===== config.mk =====
export PLATFORM = sky130hd
export DESIGN_NAME = two_stream_timestamp_merger
export DESIGN_NICKNAME = d
export VERILOG_FILES = /design/src/rtl/tstm_pkg.sv /design/src/rtl/two_stream_timestamp_merger.sv
export SDC_FILE = /design/constraint.sdc
export NUM_CORES = 1
export LEC_CHECK = 0
export BUFFER_PORTS_ARGS = -buffer_cell sky130_fd_sc_hd__buf_2
export CELL_PAD_IN_SITES_DETAIL_PLACEMENT = 2
export CELL_PAD_IN_SITES_GLOBAL_PLACEMENT = 2
export CORE_UTILIZATION = 38
export CTS_CLUSTER_DIAMETER = 200
export DETAILED_ROUTE_END_ITERATION = 7
export PLACE_DENSITY_LB_ADDON = 0.1
export SLEW_MARGIN = 0
export SYNTH_ARGS = -nofsm -noshare
export SYNTH_HDL_FRONTEND = slang
export SYNTH_SLANG_ARGS = --single-unit
export TNS_END_PERCENT = 10

===== constraint.sdc =====
create_clock -name clk -period 12.46 [get_ports clk]
set_input_delay 1.246 -clock clk [delete_from_list [all_inputs] [get_ports clk]]
set_output_delay 1.246 -clock clk [all_outputs]
set_load 0.03 [all_outputs]

===== src/rtl/tstm_pkg.sv =====
// shared types and codes for the two-stream timestamp merger
`default_nettype none

package tstm_pkg;

  localparam int unsigned DEF_QUEUE_DEPTH = 16;

  localparam logic [1:0] CMD_PUSH_A = 2'd0;
  localparam logic [1:0] CMD_PUSH_B = 2'd1;
  localparam logic [1:0] CMD_POP    = 2'd2;

  localparam logic [1:0] STAT_OK    = 2'd0;
  localparam logic [1:0] STAT_EMPTY = 2'd1;
  localparam logic [1:0] STAT_ORDER = 2'd2;
  localparam logic [1:0] STAT_FULL  = 2'd3;

  typedef enum logic {
    S_IDLE,
    S_EXEC
  } state_t;

  typedef struct packed {
    logic [1:0]         cmd;
    logic signed [31:0] stamp;
  } in_t;

  typedef struct packed {
    logic               has_item;
    logic signed [31:0] item;
    logic               from_b;
    logic [1:0]         status;
    logic [4:0]         count_a;
    logic [4:0]         count_b;
  } out_t;

endpackage

`default_nettype wire


===== src/rtl/two_stream_timestamp_merger.sv =====
// two-stream timestamp merger: ordered push fifos per source and a stable merged pop
// timing: the accepting edge registers the command, the exec state then registers the result,
// and the result strobe is registered alongside it
// commands: none is taken while busy; busy is high for the cycle after an accept,
// while the registered command and the queue heads read at the accepting edge execute
// the strobe cycle overlaps the next accept; results cannot be stalled
// reset: synchronous, both queues empty and newest stamps zero, no clearing pass
`default_nettype none

module two_stream_timestamp_merger
  import tstm_pkg::*;
#(
  parameter int unsigned QUEUE_DEPTH = DEF_QUEUE_DEPTH
) (
  input  wire logic clk,
  input  wire logic rst_n,
  input  wire logic start,
  output logic      busy,
  input  wire in_t  in_data,
  output logic      out_valid,
  output out_t      out_data
);

  localparam int unsigned IDX_W = $clog2(QUEUE_DEPTH);
  localparam int unsigned CNT_W = $clog2(QUEUE_DEPTH + 1);
  localparam int unsigned SUM_W = CNT_W + 1;

  logic [31:0] mem_a [QUEUE_DEPTH];
  logic [31:0] mem_b [QUEUE_DEPTH];

  state_t state_r, state_nxt;

  logic [1:0]         cmd_r;
  logic signed [31:0] stamp_r;
  logic signed [31:0] rd_a_r, rd_b_r;

  logic [IDX_W-1:0]   head_a_r, head_a_nxt, head_b_r, head_b_nxt;
  logic [CNT_W-1:0]   fill_a_r, fill_a_nxt, fill_b_r, fill_b_nxt;
  logic signed [31:0] newest_a_r, newest_a_nxt, newest_b_r, newest_b_nxt;

  logic out_valid_r, out_valid_nxt;
  out_t out_r, out_nxt;

  logic             accept, exec;
  logic             wr_a, wr_b;
  logic [IDX_W-1:0] tail_a, tail_b;
  logic [SUM_W-1:0] sum_a, sum_b;

  // tail = (head + fill) mod depth, sum stays below twice the depth
  always_comb begin
    sum_a = SUM_W'(head_a_r) + SUM_W'(fill_a_r);
    sum_b = SUM_W'(head_b_r) + SUM_W'(fill_b_r);
    if (sum_a >= SUM_W'(QUEUE_DEPTH)) begin
      sum_a = sum_a - SUM_W'(QUEUE_DEPTH);
    end
    if (sum_b >= SUM_W'(QUEUE_DEPTH)) begin
      sum_b = sum_b - SUM_W'(QUEUE_DEPTH);
    end
    tail_a = IDX_W'(sum_a);
    tail_b = IDX_W'(sum_b);
  end

  always_ff @(posedge clk) begin
    if (wr_a) begin
      mem_a[tail_a] <= stamp_r;
    end
    if (wr_b) begin
      mem_b[tail_b] <= stamp_r;
    end
    rd_a_r <= mem_a[head_a_r];
    rd_b_r <= mem_b[head_b_r];
  end

  always_ff @(posedge clk) begin
    if (!rst_n) begin
      state_r     <= S_IDLE;
      head_a_r    <= '0;
      head_b_r    <= '0;
      fill_a_r    <= '0;
      fill_b_r    <= '0;
      newest_a_r  <= '0;
      newest_b_r  <= '0;
      out_valid_r <= 1'b0;
    end else begin
      state_r     <= state_nxt;
      head_a_r    <= head_a_nxt;
      head_b_r    <= head_b_nxt;
      fill_a_r    <= fill_a_nxt;
      fill_b_r    <= fill_b_nxt;
      newest_a_r  <= newest_a_nxt;
      newest_b_r  <= newest_b_nxt;
      out_valid_r <= out_valid_nxt;
    end
  end

  always_ff @(posedge clk) begin
    if (accept) begin
      cmd_r   <= in_data.cmd;
      stamp_r <= in_data.stamp;
    end
    if (exec) begin
      out_r <= out_nxt;
    end
  end

  always_comb begin
    state_nxt = state_r;
    busy      = 1'b0;
    accept    = 1'b0;
    exec      = 1'b0;
    case (state_r)
      S_IDLE: begin
        accept = start;
        if (start) begin
          state_nxt = S_EXEC;
        end
      end
      S_EXEC: begin
        busy      = 1'b1;
        exec      = 1'b1;
        state_nxt = S_IDLE;
      end
      default: begin
        state_nxt = S_IDLE;
      end
    endcase
  end

  always_comb begin
    logic take_b;
    take_b        = 1'b0;
    head_a_nxt    = head_a_r;
    head_b_nxt    = head_b_r;
    fill_a_nxt    = fill_a_r;
    fill_b_nxt    = fill_b_r;
    newest_a_nxt  = newest_a_r;
    newest_b_nxt  = newest_b_r;
    wr_a          = 1'b0;
    wr_b          = 1'b0;
    out_valid_nxt = exec;
    out_nxt       = '0;
    if (exec) begin
      case (cmd_r)
        CMD_PUSH_A: begin
          if (fill_a_r != '0 && stamp_r < newest_a_r) begin
            out_nxt.status = STAT_ORDER;
          end else if (fill_a_r == CNT_W'(QUEUE_DEPTH)) begin
            out_nxt.status = STAT_FULL;
          end else begin
            wr_a         = 1'b1;
            fill_a_nxt   = fill_a_r + CNT_W'(1);
            newest_a_nxt = stamp_r;
          end
        end
        CMD_PUSH_B: begin
          if (fill_b_r != '0 && stamp_r < newest_b_r) begin
            out_nxt.status = STAT_ORDER;
          end else if (fill_b_r == CNT_W'(QUEUE_DEPTH)) begin
            out_nxt.status = STAT_FULL;
          end else begin
            wr_b         = 1'b1;
            fill_b_nxt   = fill_b_r + CNT_W'(1);
            newest_b_nxt = stamp_r;
          end
        end
        CMD_POP: begin
          if (fill_a_r == '0 && fill_b_r == '0) begin
            out_nxt.status = STAT_EMPTY;
          end else begin
            // equal heads go to stream a
            if (fill_a_r == '0) begin
              take_b = 1'b1;
            end else if (fill_b_r == '0) begin
              take_b = 1'b0;
            end else begin
              take_b = rd_b_r < rd_a_r;
            end
            out_nxt.has_item = 1'b1;
            out_nxt.from_b   = take_b;
            if (take_b) begin
              out_nxt.item = rd_b_r;
              fill_b_nxt   = fill_b_r - CNT_W'(1);
              head_b_nxt   = (head_b_r == IDX_W'(QUEUE_DEPTH - 1)) ? '0
                                                                    : head_b_r + IDX_W'(1);
            end else begin
              out_nxt.item = rd_a_r;
              fill_a_nxt   = fill_a_r - CNT_W'(1);
              head_a_nxt   = (head_a_r == IDX_W'(QUEUE_DEPTH - 1)) ? '0
                                                                    : head_a_r + IDX_W'(1);
            end
          end
        end
        default: begin
        end
      endcase
      out_nxt.count_a = 5'(fill_a_nxt);
      out_nxt.count_b = 5'(fill_b_nxt);
    end
  end

  assign out_valid = out_valid_r;
  assign out_data  = out_r;

endmodule

`default_nettype wire

==> run summary, run 1 <==
Clock latency on the worst-skew pair: 0.76 ns
Internal Pwr Total: 7065 µW
Clock share of power: 0.454
PD cells: 158.2 nW/µm²
Final Hold Viols: 0
Async set or reset register ratio after synthesis: 0
CTS tree: built
Post-DRT Antenna Nets: 0
Gr usage total: 0.2181
Leakage: 0.01820 µW
Top post-synthesis cells by area: edfxtp_1 (67%), mux4_2 (15%), dfxtp_1 (6.0%)
Vias in the first global route: 27440
Register share of total power: 0.512
Clk sink count: 1252
Number of synthesized flops with an enable pin: 1104
Initial Utilization: 0.3846
Post-Syn Area per Cell: 19.55 µm²
Tightest Pin Transition: 1.276 ns
Worst Path Required: 12.84 ns
Syn_nets: 2670
Largest net degree at the start of global routing: 133
Netlist Area Pre-Place: 49300 µm²
Final setup fails: 0
Maximum clock rate: 182.8 MHz
Peak supply drop: 140.0 µV
Placement Setup Slack: 6.693 ns
Worst Setup Slack, final: 6.988 ns
WL final: 140800 µm
Most common cell after layout, fill and taps aside: edfxtp_1
Yosys top cell by area: edfxtp_1
I/O pins: 85
1st-iter DRT viols: 1796
#FFs+latches synth: 1252
Hold WS: 0.4646 ns
Filler Cells Inserted: 11830
RSZ-0062 raised after global routing: no
H-tree depth: 4
Global-route wire length before repair: 201300 µm
Worst Setup Start Kind: register
Max clock buf depth: 3
# diodes: 0
Switch Pwr: 1949 µW
DRC viols: 0
Die area: 131200 µm²
Postcts setup bufs: 0
Most frequent cells in the layout: edfxtp_1 (1104), mux4_2 (320), clkbuf_16 (147)
Clock Pin Slew Worst Setup and Hold Paths: 0.05 ns
Fin util: 0.4445
Avg Vias per Cell: 5.449
CP Capture Type: register
CTS Hold Buffers Added: 0
Reg area: 36140 µm²
Cell row count: 131
Post-synth top flop: edfxtp_1
Core area: 128200 µm²
Final worst-path cycle share: 0.4391
Comb power frac: 0.034
Worst Path Arrival: 5.85 ns
Die height: 362.2 µm
Clock skew: 0.02507 ns
CTS Buf Count: 143
GRT overflow: 0
Worst hold path type: register to register
Seq/Total Area, Yosys: 0.7325
Multi-input logic area: 12550 µm²
Setup TNS: 0 ns
Reg2reg setup slack: 6.99 ns
TritonRoute pass-1 iters: 5
Gpl congestion: 0.7733
Max-slew violation count: 0
Max-cap viol count: 0
Worst slew margin: 0.1492
Cells after Synth: 2522
Synth Warn #: 0
Area Growth Syn to Fin: 15.57%
Min cycle time layout: 5.472 ns
Crit-path max FO: 40
Die X: 362.2 µm
Sw Share: 0.2162
Root Buffer: clkbuf_16
Share of Yosys cell area claimed by the top area cell type: 0.6724
PostCTS Resize Cnt: 0
Buffers on Ports: 84
Netlist cell types: 65
Ratio of cells with drive above 1 in the final layout: 0.2652
WL per Instance: 30.83 µm
Initial antenna violation count: 13
Crit path kind: register to register
Outcome: finished, final reports clean
Vias: 24890
DP HPWL: 83720 µm
Nets: 2875
per-stage QoR:
stage / area (µm²) / std cells / total power (µW)
final: 56980 / 4568 / 9013
after global routing: 56980 / 4568 / 9283
after CTS: 56950 / 4567 / 9124
after detailed placement: 52410 / 4310 / 5019
after global placement: 52410 / 4310 / 5003
after floorplan: 49300 / 2522 / 4868
worst paths after layout:
kind,start,endpoint,cells after the start
min,newest_a_r[0],newest_a_r[0],2
min reg2reg,newest_a_r[0],newest_a_r[0],2
max reg2reg,stamp_r[14],mem_b[11][4],11
max,stamp_r[14],mem_b[11][4],11
registers in the layout, summed over array words and instances (netlist names), 4 cells and up:
name and flops:
fill_b_r 5, newest_b_r 32, rd_a_r 32, head_b_r 4, mem_a 512, rd_b_r 32, fill_a_r 5, newest_a_r 32
head_a_r 4, mem_b 512, stamp_r 32, out_data 46
power groups by stage:
stage	clock network (µW)	registers (µW)	logic [µW]
finish	4090	4620	308
global route	4330	4620	333
CTS	4190	4620	312
detailed placement	0	4710	312
global placement	0	4710	297
floorplan	0	4740	130
cell families (layout without fill, tap and decap cells):
kind of cell    Yosys count  in the layout  share of synthesized area
flops                  1252           1252                     0.7325
mux                     387            387                     0.1598
compound gates          189            189                    0.02568
buf+inv                 231            548                    0.01782
simple gates            340            340                    0.03358
fa+ha+maj               111            111                    0.02848
xor+xnor                 12             12                   0.002132
synth_stat cells (all sizes together), types with 3 or more instances:
| master | number |
|---|---|
| xnor2 | 8 |
| nor3 | 24 |
| nand2b | 7 |
| nand2 | 112 |
| edfxtp | 1104 |
| mux4 | 320 |
| xor2 | 4 |
| o21a | 4 |
| a21boi | 36 |
| nand4 | 18 |
| clkbuf | 82 |
| a211oi | 10 |
| o211ai | 4 |
| mux2i | 67 |
| nor2 | 78 |
| nor4 | 9 |
| a21oi | 43 |
| a21o | 6 |
| a41oi | 4 |
| o21ai | 44 |
| a221oi | 4 |
| or3 | 8 |
| buf | 34 |
| a221o | 3 |
| inv | 115 |
| a31oi | 4 |
| or2 | 3 |
| nand3 | 21 |
| a32oi | 3 |
| ha | 109 |
| nor2b | 36 |
| dfxtp | 148 |
| and4 | 4 |
| o31ai | 3 |
| and2 | 7 |
| nor3b | 3 |
metal layers:
metal | up-vias | track usage | wire length [µm]
li1 | 10570 | - | -
met1 | 13550 | 0.2943 | 61240
met2 | 588 | 0.3615 | 69400
met3 | 181 | 0.04085 | 7096
met4 | 0 | 0.06031 | 3101
met5 | - | 0 | 0
area by class of cell:
cell class                      count  area share
Clock inverter                     65     0.01017
Timing Repair Buffer              176     0.02029
Tap cell                         1729     0.03797
Multi-Input combinational cell   1039      0.2202
Sequential cell                  1252      0.6343
Clock buffer                      192     0.06946
Inverter                          115    0.007576
worst max-delay path, stage by stage (launching register included):
cell	delay, ns
edfxtp_1	1.18
ha_1	0.31
nand4_1	0.14
nor3_1	0.26
o311ai_0	0.18
a311o_1	0.47
nand3_2	0.14
nor2_1	0.10
or4_2	0.74
buf_4	0.43
nor3_2	0.44
buf_4	0.61
Note: power is estimated with default switching activity, not from simulation.
==> run 2: changes to the inputs <==
clock period = 4.6 ns   (was 12.46 ns; I/O delays follow)
==> run 2 against run 1 <==
Net effect:
- clock skew decreased by 0.00068 ns
- worst hold slack got worse by 0.39 ns
- largest cell class unchanged
- register-to-register slack got worse by 6.7 ns
- global-route usage increased by 0.54 points
- wire length increased by 2.0%
==> run summary, run 2 (synthesized netlist as in run 1, its figures left out) <==
Die X: 362.2 µm
Hold Startpoint: start
Gr usage total: 0.2235
Worst Path Arrival: 4.74 ns
Max clock buf depth: 3
Slowest-stage cell, CP: or3_1
Largest net degree at the start of global routing: 134
Buf/Inv on CP: 2
Capturing point of the worst reg2reg path: mem_a[9][8]
Crit-path max FO: 35
Gpl congestion: 0.7762
Placement Setup Slack: 0.1399 ns
Final setup fails: 0
Vias: 25090
Peak supply drop: 380.1 µV
Maximum clock rate: 232.9 MHz
Cell row count: 131
Clk sink count: 1252
Most frequent cells in the layout: edfxtp_1 (1104), mux4_2 (320), clkbuf_16 (141)
Clock latency on the worst-skew pair: 0.77 ns
I/O pins: 85
Most common cell after layout, fill and taps aside: edfxtp_1
CP Capture Type: register
Hold path depth: 3
Buffers on Ports: 84
Final Hold Viols: 0
Max-slew violation count: 0
DP HPWL: 90790 µm
PD cells: 414.7 nW/µm²
Outcome: finished, final reports clean
Root Buffer: clkbuf_16
Worst Setup Start Kind: register
Nets: 2936
Die area: 131200 µm²
Initial antenna violation count: 19
Core area: 128200 µm²
RSZ-0062 raised after global routing: no
1st-iter DRT viols: 2115
Clock Pin Slew Worst Setup and Hold Paths: 0.06 ns
Avg Vias per Cell: 5.418
Power, Total: 23930 µW
Vias in the first global route: 27540
Worst Setup Slack, final: 0.3066 ns
WL per Instance: 31.01 µm
GRT overflow: 0
WL final: 143600 µm
Global-route wire length before repair: 205700 µm
TritonRoute pass-1 iters: 6
Post-DRT Antenna Nets: 0
Final worst-path cycle share: 0.9333
Ratio of cells with drive above 1 in the final layout: 0.2656
Worst slew margin: 0.2639
Crit path cell chain: buf_4 -> ha_1 -> a211oi_1 -> o211ai_1 -> o221a_2 -> or3_1 -> o211ai_1 -> nor2_1 -> or2_2 -> or3_1 -> nor2_4 -> buf_12
Area Growth Syn to Fin: 17.07%
Fin util: 0.4503
Worst hold path type: primary input to register
Clock skew: 0.02439 ns
CTS tree: built
Reg2reg setup slack: 0.31 ns
Initial Utilization: 0.3846
Crit path largest cell delay: 0.51 ns
Cell Area, Placed: 53110 µm²
Worst R2R Start: stamp_r[21]
Die height: 362.2 µm
Worst Path Required: 5.05 ns
Reg2reg path depth: 12
Tightest Pin Transition: 1.104 ns
CP delay by family, top: simple AND/OR/NAND/NOR gates
Crit path kind: register to register
Leakage: 0.01848 µW
Max-cap viol count: 0
Fin area: 57720 µm²
CTS Buf Count: 140
DRC viols: 0
Min cycle time layout: 4.293 ns
WHS Endpoint: state_r
H-tree depth: 4
run 2: where the power goes:
part | switching (µW) | internal [µW] | leakage (µW) | total (µW)
registers | 54.0 | 12400 | 0.0112 | 12500
logic | 631 | 273 | 0.00520 | 904
clock network | 4570 | 5960 | 0.00207 | 10500
total | 5260 | 18700 | 0.0185 | 23900
run 2: layer usage:
metal,wire length [µm],track usage,vias up
met4,4006,0.07156,2
met5,12,0,-
li1,-,-,10740
met1,61890,0.2982,13580
met2,70860,0.3690,560
met3,6839,0.04272,212
run 2: worst max-delay path by stage:
| stage | from | to | slack, ns | depth (start not counted) |
|---|---|---|---|---|
| floorplan | stamp_r[22] | mem_b[1][0] | -0.49 | 11 |
| global placement | stamp_r[14] | mem_b[1][10] | 0.23 | 12 |
| detailed placement | stamp_r[13] | mem_b[1][10] | 0.14 | 12 |
| CTS | stamp_r[13] | mem_b[1][11] | 0.10 | 12 |
| global route | stamp_r[21] | mem_a[13][22] | 0.12 | 12 |
| finish | stamp_r[21] | mem_a[9][8] | 0.31 | 12 |
run 2: worst min-delay path, delay by kind of cell:
kind	cells	cell delay [ns]
AND/OR/NAND/NOR	2	0.26
buffers and inverters	1	0.09
run 2: what timing repair did:
action                                  4_1_cts  5_1_grt
hold buffers                                 34        0
endpoints found under the hold margin        34        0
setup buffers                                 0        0
endpoints found under the setup margin        0       22
resized for setup                             0        1
run 2: layout make-up:
cell class              instances  area (µm²)
fillers                     11820       70460
flip-flops and latches       1252       36140
multi-input cells            1039       12650
clock buffers                 189        3779
well taps                    1729        2163
repair buffers                240        2064
clock inverters                64       474.2
inverters                     115       431.7
diodes                          3       7.507
run 2: metrics by stage:
step                hold slack [ns]  std cells  TNS, ns
global placement             0.4514       4341        0
global route                0.04838       4628        0
finish                      0.06973       4631        0
floorplan                    0.4386       2522  -242.86
CTS                        0.008007       4628        0
detailed placement           0.4627       4341        0
